### src/rtl/heartbeat_liveness_supervisor_assert.svh
// Assertion macros for the heartbeat liveness supervisor.
`ifndef HEARTBEAT_LIVENESS_SUPERVISOR_ASSERT_SVH
`define HEARTBEAT_LIVENESS_SUPERVISOR_ASSERT_SVH
`ifndef SYNTHESIS
// Clocked check, switched off while reset is asserted
`define HLS_ASSERT(lbl, clk, rst_n, prop) \
	lbl: assert property (@(posedge clk) disable iff (!rst_n) prop) \
		else $error("heartbeat supervisor check failed");
// Clocked check that also holds during reset
`define HLS_ASSERT_ALWAYS(lbl, clk, prop) \
	lbl: assert property (@(posedge clk) prop) \
		else $error("heartbeat supervisor check failed");
`else
`define HLS_ASSERT(lbl, clk, rst_n, prop)
`define HLS_ASSERT_ALWAYS(lbl, clk, prop)
`endif
`endif

### src/rtl/hls_pkg.sv
// Types and constants shared by the heartbeat liveness supervisor.
package hls_pkg;

	localparam int GRACE_W    = 20;
	localparam int COUNT_W    = 4;
	localparam int OP_W       = 2;
	localparam int SRC_W      = 3;
	localparam int ALIVE_W    = 16;
	localparam int CFG_IDX_W  = 1;
	localparam int CFG_DATA_W = 20;

	localparam logic [GRACE_W-1:0] GRACE_RESET = 20'd40000;
	localparam logic [COUNT_W-1:0] COUNT_RESET = 4'd2;

	// Configuration register indexes
	localparam logic [CFG_IDX_W-1:0] REG_GRACE_MS     = 1'b0;
	localparam logic [CFG_IDX_W-1:0] REG_SOURCE_COUNT = 1'b1;

	typedef enum logic [OP_W-1:0] {
		OP_LIVELINESS = 2'd0,
		OP_RECOVERY   = 2'd1,
		OP_TICK       = 2'd2,
		OP_START      = 2'd3
	} op_t;

	typedef enum logic {
		W_IDLE = 1'b0,
		W_SCAN = 1'b1
	} walk_state_t;

	// Operation request handed to the flag store
	typedef struct packed {
		logic valid;
		op_t  op;
		logic alive_now;
	} op_req_t;

endpackage

### src/rtl/hls_state.sv
// Per-source flag store, millisecond counter and report-mask decision.
module hls_state #(
	parameter int MAX_SOURCES = 8
) (
	input  logic                          clk,
	input  logic                          arst_n,
	input  hls_pkg::op_req_t              req,
	input  logic [MAX_SOURCES-1:0]        sel,
	input  logic [MAX_SOURCES-1:0]        inuse,
	input  logic [hls_pkg::GRACE_W-1:0]   grace,
	output logic [MAX_SOURCES-1:0]        rep_mask
);
	import hls_pkg::*;

	logic [MAX_SOURCES-1:0] alive_q, ever_q, stale_q;
	logic [MAX_SOURCES-1:0] alive_d, ever_d, stale_d;
	logic [GRACE_W-1:0]     elapsed_q, elapsed_d, elapsed_inc;
	logic                   armed_q, armed_d;
	logic                   past_now, tick_past;
	logic [MAX_SOURCES-1:0] active, chk, rep;

	assign past_now    = (elapsed_q >= grace);
	assign elapsed_inc = elapsed_q + 1'b1;
	// after this tick's increment the count is at or past grace
	assign tick_past   = past_now || (elapsed_inc == grace);
	assign active      = sel & inuse;
	assign chk         = (~ever_q | ~alive_q) & inuse;

	// next flags and reports for the requested operation
	always_comb begin
		alive_d   = alive_q;
		ever_d    = ever_q;
		elapsed_d = elapsed_q;
		armed_d   = armed_q;
		rep       = '0;
		stale_d   = stale_q;
		unique case (req.op)
			OP_LIVELINESS: begin
				alive_d = (alive_q & ~active) | (req.alive_now ? active : '0);
				ever_d  = ever_q | (req.alive_now ? active : '0);
				if (!req.alive_now && past_now) begin
					rep = active & alive_q & ~stale_q;
				end
				stale_d = stale_q | rep;
			end
			OP_RECOVERY: begin
				rep     = ~alive_q & inuse;
				stale_d = rep;
			end
			OP_TICK: begin
				if (!past_now) begin
					elapsed_d = elapsed_inc;
				end
				if (armed_q && tick_past) begin
					armed_d = 1'b0;
					alive_d = alive_q & ~chk;
					rep     = chk & ~stale_q;
				end
				stale_d = stale_q | rep;
			end
			OP_START: begin
				alive_d   = '1;
				ever_d    = '0;
				stale_d   = '0;
				elapsed_d = '0;
				armed_d   = 1'b1;
			end
			default: begin
			end
		endcase
	end

	assign rep_mask = req.valid ? rep : '0;

	// state registers, reset as after a start
	always_ff @(posedge clk or negedge arst_n) begin
		if (!arst_n) begin
			alive_q   <= '1;
			ever_q    <= '0;
			stale_q   <= '0;
			elapsed_q <= '0;
			armed_q   <= 1'b1;
		end else if (req.valid) begin
			alive_q   <= alive_d;
			ever_q    <= ever_d;
			stale_q   <= stale_d;
			elapsed_q <= elapsed_d;
			armed_q   <= armed_d;
		end
	end

endmodule

### src/rtl/hls_walk.sv
// Report sequencer: walks the report mask one source a cycle.
module hls_walk #(
	parameter int MAX_SOURCES = 8
) (
	input  logic                        clk,
	input  logic                        arst_n,
	input  logic                        load,
	input  logic [MAX_SOURCES-1:0]      mask,
	output logic                        busy,
	output logic                        strobe,
	output logic [hls_pkg::SRC_W-1:0]   anomaly_source,
	output logic                        last
);
	import hls_pkg::*;

	localparam int IDX_W = (MAX_SOURCES > 1) ? $clog2(MAX_SOURCES) : 1;

	walk_state_t             state_q, state_d;
	logic [MAX_SOURCES-1:0]  mask_q, mask_d, bit_sel, remaining;
	logic [IDX_W-1:0]        cnt_q, cnt_d;
	logic [IDX_W+SRC_W-1:0]  cnt_ext;
	logic                    hit, emit;
	logic                    strobe_q;
	logic [SRC_W-1:0]        src_q;
	logic                    last_q;

	// one-hot of the current position
	always_comb begin
		for (int i = 0; i < MAX_SOURCES; i++) begin
			bit_sel[i] = (cnt_q == IDX_W'(i));
		end
	end

	assign hit       = |(mask_q & bit_sel);
	assign remaining = mask_q & ~bit_sel;
	assign cnt_ext   = {{SRC_W{1'b0}}, cnt_q};

	// sequencer next state
	always_comb begin
		state_d = state_q;
		mask_d  = mask_q;
		cnt_d   = cnt_q;
		emit    = 1'b0;
		unique case (state_q)
			W_IDLE: begin
				if (load) begin
					state_d = W_SCAN;
					mask_d  = mask;
					cnt_d   = '0;
				end
			end
			W_SCAN: begin
				emit   = hit;
				mask_d = remaining;
				cnt_d  = cnt_q + 1'b1;
				if (remaining == '0) begin
					state_d = W_IDLE;
				end
			end
			default: begin
				state_d = W_IDLE;
			end
		endcase
	end

	// control registers
	always_ff @(posedge clk or negedge arst_n) begin
		if (!arst_n) begin
			state_q  <= W_IDLE;
			mask_q   <= '0;
			strobe_q <= 1'b0;
		end else begin
			state_q  <= state_d;
			mask_q   <= mask_d;
			strobe_q <= emit;
		end
	end

	// position and result beat payload
	always_ff @(posedge clk) begin
		cnt_q <= cnt_d;
		if (emit) begin
			src_q  <= cnt_ext[SRC_W-1:0];
			last_q <= (remaining == '0);
		end
	end

	assign busy           = (state_q == W_SCAN);
	assign strobe         = strobe_q;
	assign anomaly_source = src_q;
	assign last           = last_q;

endmodule

### src/rtl/heartbeat_liveness_supervisor.sv
// Top level of the heartbeat liveness supervisor.
//
// Usage:
//   Command channel: an operation (liveliness change, recovery, tick, start)
//   is taken at a rising edge with start high and busy low.
//   Result channel: each report is shown for one cycle with strobe high,
//   carrying anomaly_source and last (set on the final report of the
//   command). Reports come in ascending source order, at most one a cycle.
//   A reporting command loads its report mask into the sequencer, which
//   scans from source 0 and registers each report onto the ports. A command
//   that reports nothing leaves busy low and the next command may follow in
//   the next cycle; one that reports keeps busy high until the sequencer,
//   walking the sources one per cycle, has passed the highest reported source.
//   Configuration: cfg_we writes grace_ms (index 0) or source_count
//   (index 1) from cfg_data at once; write only while idle.
//   Reset: all sources alive, never-alive, not stale, elapsed count zero,
//   startup check armed; grace_ms 40000, source_count 2.
//   The receiver cannot stall: every strobe beat is taken as it appears.
module heartbeat_liveness_supervisor #(
	parameter int MAX_SOURCES = 8
) (
	input  logic                            clk,
	input  logic                            arst_n,
	input  logic                            start,
	output logic                            busy,
	input  logic [hls_pkg::OP_W-1:0]        operation,
	input  logic [hls_pkg::SRC_W-1:0]       source_index,
	input  logic [hls_pkg::ALIVE_W-1:0]     pub_count,
	output logic                            strobe,
	output logic [hls_pkg::SRC_W-1:0]       anomaly_source,
	output logic                            last,
	input  logic                            cfg_we,
	input  logic [hls_pkg::CFG_IDX_W-1:0]   cfg_index,
	input  logic [hls_pkg::CFG_DATA_W-1:0]  cfg_data
);
	import hls_pkg::*;

	logic [GRACE_W-1:0]     grace_q;
	logic [COUNT_W-1:0]     count_q;
	logic [MAX_SOURCES-1:0] sel, inuse, rep_mask;
	op_req_t                req;
	logic                   accept;

	// configuration registers
	always_ff @(posedge clk or negedge arst_n) begin
		if (!arst_n) begin
			grace_q <= GRACE_RESET;
			count_q <= COUNT_RESET;
		end else if (cfg_we) begin
			if (cfg_index == REG_GRACE_MS) begin
				grace_q <= cfg_data[GRACE_W-1:0];
			end else if (cfg_index == REG_SOURCE_COUNT) begin
				count_q <= cfg_data[COUNT_W-1:0];
			end
		end
	end

	// source decode; counts above the array clamp naturally
	always_comb begin
		for (int i = 0; i < MAX_SOURCES; i++) begin
			sel[i]   = (int'(source_index) == i);
			inuse[i] = (int'(count_q) > i);
		end
	end

	assign accept        = start && !busy;
	assign req.valid     = accept;
	assign req.op        = op_t'(operation);
	assign req.alive_now = |pub_count;

	hls_state #(
		.MAX_SOURCES(MAX_SOURCES)
	) u_state (
		.clk      (clk),
		.arst_n   (arst_n),
		.req      (req),
		.sel      (sel),
		.inuse    (inuse),
		.grace    (grace_q),
		.rep_mask (rep_mask)
	);

	hls_walk #(
		.MAX_SOURCES(MAX_SOURCES)
	) u_walk (
		.clk            (clk),
		.arst_n         (arst_n),
		.load           (accept && (|rep_mask)),
		.mask           (rep_mask),
		.busy           (busy),
		.strobe         (strobe),
		.anomaly_source (anomaly_source),
		.last           (last)
	);

	`include "heartbeat_liveness_supervisor_assert.svh"

	// a report that is not the last one comes while the walk is still running
	`HLS_ASSERT(a_more_while_busy, clk, arst_n, strobe && !last |-> busy)
	// the final report closes the burst
	`HLS_ASSERT(a_last_ends_burst, clk, arst_n, strobe && last |=> !strobe)
	// a walk only begins on an accepted command
	`HLS_ASSERT(a_busy_from_cmd, clk, arst_n, $rose(busy) |-> $past(start))

endmodule

### config.mk
export PLATFORM = sky130hd
export DESIGN_NAME = heartbeat_liveness_supervisor
export DESIGN_NICKNAME = d
export VERILOG_FILES = /design/src/rtl/hls_pkg.sv /design/src/rtl/hls_state.sv /design/src/rtl/hls_walk.sv /design/src/rtl/heartbeat_liveness_supervisor.sv
export VERILOG_INCLUDE_DIRS = /design/src /design/src/rtl
export SDC_FILE = /design/constraint.sdc
export NUM_CORES = 1
export LEC_CHECK = 0
export BUFFER_PORTS_ARGS = -buffer_cell sky130_fd_sc_hd__buf_2
export CORE_ASPECT_RATIO = 0.6
export CORE_MARGIN = 5
export CORE_UTILIZATION = 45
export CTS_CLUSTER_SIZE = 10
export DETAILED_ROUTE_END_ITERATION = 7
export PLACE_DENSITY = 0.65
export SLEW_MARGIN = 15
export SYNTH_ARGS = -nofsm -noshare
export SYNTH_HDL_FRONTEND = slang
export SYNTH_SLANG_ARGS = --single-unit
### constraint.sdc
create_clock -name clk -period 3 [get_ports clk]
set_clock_uncertainty 0.1 [all_clocks]
set_input_delay 0.9 -clock clk [delete_from_list [all_inputs] [get_ports clk]]
set_output_delay 0.9 -clock clk [all_outputs]
set_load 0.005 [all_outputs]
# Yosys cells after proc, flatten, opt, wreduce, memory -nomap -nowiden
# Index checks and enable logic that the tools add are counted.
dict set report word_totals {
  ff_bits 86
  in_bits 46
  output_inout_bits 6
  wordCells 114
}
dict set report op_classes {
  n_addsub 2
  magnitude_cmp 9
  n_eq_ne 21
  mux 23
  bitwise_logic 23
  reduce_logical 23
}
# op count
set ops {}
lappend ops {{bitwise AND 8 bit} 10}
lappend ops {{2-to-1 mux 8 bit} 8}
lappend ops {{NOT 8 bit} 6}
lappend ops {{case mux 8 bit (3 select lines)} 2}
lappend ops {{OR 8 bit} 5}
lappend ops {{case mux 20 bit (2 select lines)} 1}
lappend ops {{case mux 8 bit (2 select lines)} 2}
lappend ops {{case mux 8 bit (4 select lines)} 1}
lappend ops {{== test 3 bit, second input constant} 8}
lappend ops {{adder 20 x 1 -> 20 bit, second input constant} 1}
lappend ops {{== test 20 bit} 1}
lappend ops {{>= comparator 20 bit} 1}
lappend ops {{2-to-1 mux 20 bit} 1}
lappend ops {{greater-than comparator 4 x 3 -> 1 bit, second input constant} 4}
lappend ops {{OR reduction 16 bit} 1}
lappend ops {{OR reduction 8 bit} 2}
lappend ops {{== test 3 x 2 -> 1 bit, second input constant} 4}
lappend ops {{AND reduction 3 bit} 3}
lappend ops {{greater-than comparator 4 x 1 -> 1 bit, second input constant} 2}
lappend ops {{greater-than comparator 4 x 2 -> 1 bit, second input constant} 2}
lappend ops {{zero test 8 bit} 1}
lappend ops {{== test 3 x 1 -> 1 bit, second input constant} 2}
lappend ops {{zero test 3 bit} 2}
lappend ops {{case mux 3 bit (2 select lines)} 1}
lappend ops {{other kinds (16)} 30}

# Depth between registers and ports, before layout
dict set report logic_depth {
  depth_word 12
  depth_mapped 13
  depth_no_buf 10
}

# By module
# A second synthesis with hierarchy kept.
dict set report unflattened {
  cells_unflattened 668
  hier_area_um2 6104.6
}
# module n_inst cells_per_inst area_each_um2 seq_area_each_um2
set by_module_without_submodules {}
lappend by_module_without_submodules {hls_state 1 513 4131.5 1137.3}
lappend by_module_without_submodules {heartbeat_liveness_supervisor 1 78 1091.0 608.1}
lappend by_module_without_submodules {hls_walk 1 77 882.1 460.4}

# Worst setup path after synthesis
# OpenSTA, ideal clock, no wires.
dict set report synth_timing {
  path_kind {in2reg}
  from {in source_index[2] (netlist name)}
  to {reg u_walk.cnt_q[0], enable pin}
  setup_time_ps 295
  arrival_ps 3019
  required_ps 2605
  path_slack_ps -414
  path_stages 9
  n_path_buf 1
  cell_sequence {clkbuf_1 inv_1 a2111oi_0 nand2_1 o31ai_1 nand4b_1 a32oi_1 a21oi_1 or2_2}
}
dict set report synth_between {
  elab_chain_len 11
  elab_cells_between_ends 18
  cone_classes {eq/ne: 8; mux: 4; bitwise: 3; reduce/logical: 3}
}
# element line_no
set synth_rtl {}
lappend synth_rtl {{from (decl)} heartbeat_liveness_supervisor.sv:27} ;# input logic [hls_pkg::SRC_W-1:0] source_index,
lappend synth_rtl {{== test 3 x 2 -> 1 bit (tied with other cells)} heartbeat_liveness_supervisor.sv:61} ;# sel[i] = (int'(source_index) == i);
lappend synth_rtl {{bitwise AND 8 bit (*)} hls_state.sv:26} ;# assign active = sel & inuse;
lappend synth_rtl {{bitwise AND 8 bit (*) (2 in a row)} hls_state.sv:42} ;# rep = active & alive_q & ~stale_q;
lappend synth_rtl {{2-to-1 mux 8 bit (*)} hls_state.sv:41} ;# if (!req.alive_now && past_now) begin
lappend synth_rtl {{2-to-1 mux 8 bit (*)} hls_state.sv:37} ;# unique case (req.op)
lappend synth_rtl {{case mux 8 bit (3 select lines) (*)} hls_state.sv:37}
lappend synth_rtl {{2-to-1 mux 8 bit (*)} hls_state.sv:73} ;# assign rep_mask = req.valid ? rep : '0;
lappend synth_rtl {{OR reduction 8 bit (*)} heartbeat_liveness_supervisor.sv:88} ;# .load (accept && (|rep_mask)),
lappend synth_rtl {{logical AND 1 bit (*)} heartbeat_liveness_supervisor.sv:88}
lappend synth_rtl {{!= test 2 x 1 -> 1 bit (no source line) (*)} n/a}
lappend synth_rtl {{to (signal assigned)} hls_walk.sv:81} ;# cnt_q <= cnt_d;
lappend synth_rtl {{to (decl)} hls_walk.sv:20} ;# logic [IDX_W-1:0] cnt_q, cnt_d;
# Every way passes the cells marked *; elsewhere a longest branch is shown, timed or not. The select of a mux whose other input is x is not followed.
# A chain may end at the register's enable or synchronous reset.

# Worst setup path in the final report
dict set report layout_timing {
  from {reg u_state.elapsed_q[1]}
  to {reg u_walk.cnt_q[1], enable pin}
}
dict set report layout_between {
  elab_chain_len 11
  elab_cells_between_ends 15
  cone_classes {add/sub: 1; order compare: 1; eq/ne: 2; mux: 6; reduce/logical: 5}
}
# element line_no
set layout_rtl {}
lappend layout_rtl {{from (decl)} hls_state.sv:17} ;# logic [GRACE_W-1:0] elapsed_q, elapsed_d, elapsed_inc;
lappend layout_rtl {{from (signal assigned)} hls_state.sv:87} ;# elapsed_q <= elapsed_d;
lappend layout_rtl {{adder 20 x 1 -> 20 bit} hls_state.sv:23} ;# assign elapsed_inc = elapsed_q + 1'b1;
lappend layout_rtl {{== test 20 bit} hls_state.sv:25} ;# assign tick_past = past_now || (elapsed_inc == grace);
lappend layout_rtl {{logical OR 1 bit} hls_state.sv:25}
lappend layout_rtl {{logical AND 1 bit} hls_state.sv:54} ;# if (armed_q && tick_past) begin
lappend layout_rtl {{2-to-1 mux 8 bit} hls_state.sv:54}
lappend layout_rtl {{2-to-1 mux 8 bit} hls_state.sv:37}
lappend layout_rtl {{case mux 8 bit (3 select lines) (*)} hls_state.sv:37}
lappend layout_rtl {{2-to-1 mux 8 bit (*)} hls_state.sv:73}
lappend layout_rtl {{OR reduction 8 bit (*)} heartbeat_liveness_supervisor.sv:88}
lappend layout_rtl {{logical AND 1 bit (*)} heartbeat_liveness_supervisor.sv:88}
lappend layout_rtl {{!= test 2 x 1 -> 1 bit (no source line) (*)} n/a}
# Marks and branches as above.

==> impl_metrics.tcl <==
set metrics [dict create \
    drt_pre_antenna_iters 6 \
    fin_crit_ns 3.11 \
    postSynthCellCount 712 \
    synth_top_area_frac 0.258 \
    rsz0062_at_grt "yes" \
    numCtsBuffers 9 \
    drt-total-wl_mm 22.4 \
    pre_cts_ws_ns -0.322 \
    antenna_found_initial 0 \
    fin_ws_ns -0.112 \
    utilization 0.627 \
    clock_latency_ns 0.35 \
    hold_viol_final 0 \
    final_nets 972 \
    io_pins 52 \
    syn2layout_area_growth_pct 37.3 \
    synth_largest_area_cell "dfrtp_1" \
    violations "setup timing" \
    root_buffer "clkbuf_16" \
    htreeDepth 3 \
    layout-drive-gt1-share 0.377 \
    cts_hold_buf 0 \
    clk_pin_slew_worst_paths_ns 0.07 \
    clock_sinks 86 \
    cp_data_arrival_time_ns 3.08 \
    tns_ns -0.522 \
    vias 6624 \
    fin_hold_ws_ns 0.393 \
    crit_type "flip-flop to flip-flop" \
    max-slew-margin-rel 0.473 \
    async_flop_share 0.919 \
    synth_area_per_cell_um2 8.71 \
    post_synth_num_cell_types 87 \
    dp_hpwl_mm 16.7 \
    setup_viol 10 \
    end_kind "flip-flop" \
    yosysSeqAreaShare 0.356 \
    yosys_most_used_dff "dfrtp_1" \
    rr_worst_depth 13 \
    grt.overflow.total 0 \
    p_leak_nw 3.71 \
    irDropWorstVdd_mv 0.338 \
    grt_usage 0.269 \
    fmax_mhz 321 \
    cap_violations 0 \
    cp.required_ns 2.97 \
    status "complete, but fails checks" \
    fp.dieW_um 162 \
    p_per_area_mw_per_mm2 604 \
    worstReg2RegStart "u_state.elapsed_q[1]" \
    drtIter0Drc 907 \
    gp_congestion 0.989 \
    synth.area.top_cells "dfrtp_1 (26%), dfstp_2 (6.4%), ha_1 (6.3%), nand2_1 (4.7%), o21ai_0 (4.5%)" \
    wl_per_cell_um 20.8 \
    worst-r2r-setup-slack_ns -0.11 \
    yosysWarnings 0 \
    r2r-end "u_walk.cnt_q[1]" \
    rows 33 \
    maxSlewViolCount 0 \
    tritoncts "built" \
    startpoint "u_state.elapsed_q[1]" \
    worst_pin_slew_ns 0.780 \
    grt_pass1_wl_mm 34.4 \
    grt_max_degree 34 \
    start_kind "flip-flop" \
    ys_seq_elements 86 \
    fp.dieH_um 101 \
    synth_nets 789 \
    postRouteAntennaNets 0 \
    ctsLongestPathBuffers 2 \
    post-route-drc-count 0 \
    hp-class "input pin to async pin" \
    crit_fanout 6 \
    power.total_w 0.00514 \
    die_area_mm2 0.0163 \
    initial_utilization 0.456 \
    crit_end "u_walk.cnt_q[1]" \
    synth.top_cells.by_count "nand2_1 (77), dfrtp_1 (64), o21ai_0 (56)" \
    syn_area_mm2 0.00620 \
    core-area_mm2 0.0136 \
    synth_edf_count 7 \
    grt_pass1_vias 6367 \
    antenna_cells 0 \
    viasPerCell 6.16 \
    post-route-period-util 1.04 \
    io_buffer_count 51 \
    synth.most_common_cell "nand2_1" \
]
[through the flow]
step	std cells	instance area, um^2
final	1075	8510
after global routing	1075	8510
after CTS	1065	8150
after detailed placement	1040	7660
after global placement	1040	7660
after floorplan	712	6260
[routing by layer]
layer	vias up	GRT usage	share of wire
li1	3032	-	-
met1	3195	0.410	0.47
met2	375	0.362	0.40
met3	22	0.103	0.12
met4	0	0.0406	0.0083
met5	-	0	0
[where the power goes]
| part | total [W] | internal (W) | switching (W) | leakage (nW) |
|---|---|---|---|---|
| Combinational | 0.00211 | 0.000988 | 0.00112 | 2.53 |
| Clock | 0.00113 | 0.000584 | 0.000547 | 0.146 |
| Sequential | 0.00190 | 0.00155 | 0.000351 | 1.04 |
[final cells by class]
cell class,count,area [um^2]
sequential,86,2220
tap,175,219
clock buffer,9,225
fill,1143,5070
timing repair buffer,215,1570
multi-input combinational,543,4080
clock inverter,7,61.3
inverter,40,150
[worst min path at each step]
stage / startpoint / endpoint / slack [ns] / cells past startpoint
global route: arst_n / grace_q[17] / 0.43 / 1
detailed placement: u_state.ever_q[0] / u_state.ever_q[0] / 0.39 / 2
global placement: u_state.ever_q[5] / u_state.ever_q[5] / 0.38 / 2
CTS: arst_n / grace_q[17] / 0.41 / 1
floorplan: u_walk.cnt_q[2] / u_walk.anomaly_source[2] / 0.35 / 0
finish: arst_n / grace_q[17] / 0.39 / 1
[layout by cell type (no fill, tap or decap), types with 12 or more instances in the layout]
cell	n
o31ai_1	13
inv_1	38
o21ai_0	42
buf_2	50
nor2_1	43
dfstp_2	15
nor2b_1	12
o22ai_1	13
ha_1	25
nand3_1	13
a21oi_1	39
buf_6	14
buf_4	149
nand2_1	76
o21ai_1	13
dfrtp_1	55
nor3_1	17
[flip-flops by register name, indices dropped and copies added (netlist names), named ones only]
register / count
count_q: 4
grace_q: 20
u_state.armed_q: 1
u_state.elapsed_q: 20
u_state.ever_q: 8
u_state.stale_q: 8
u_walk.anomaly_source: 3
u_walk.busy: 1
u_walk.cnt_q: 3
u_walk.last: 1
u_walk.mask_q: 8
u_walk.strobe: 1
[cell families after synthesis]
kind of cell	share of synthesized area
compound gates	0.260
xor+xnor	0.0282
fa+ha+maj	0.0626
buf+inv	0.0561
flops	0.356
mux	0.0123
simple gates	0.225
[what timing repair did]
item                                   CTS  global route
setup endpoints to repair               28            39
endpoints found under the hold margin    0             0
buffers inserted                         9            13
pin swaps                               20            27
resized for setup                       31            69
[critical path, stage by stage, from the launching register on]
cell and delay (ns):
dfrtp_2 0.40, buf_6 0.11, ha_4 0.15, nand3_4 0.11
buf_6 0.14, nor4_4 0.31, buf_4 0.21, and4_1 0.25
o22a_2 0.14, and4_4 0.25, buf_6 0.13, a32oi_2 0.12
a21oi_2 0.23, or2_4 0.18
(Power assumes the default switching activity.)
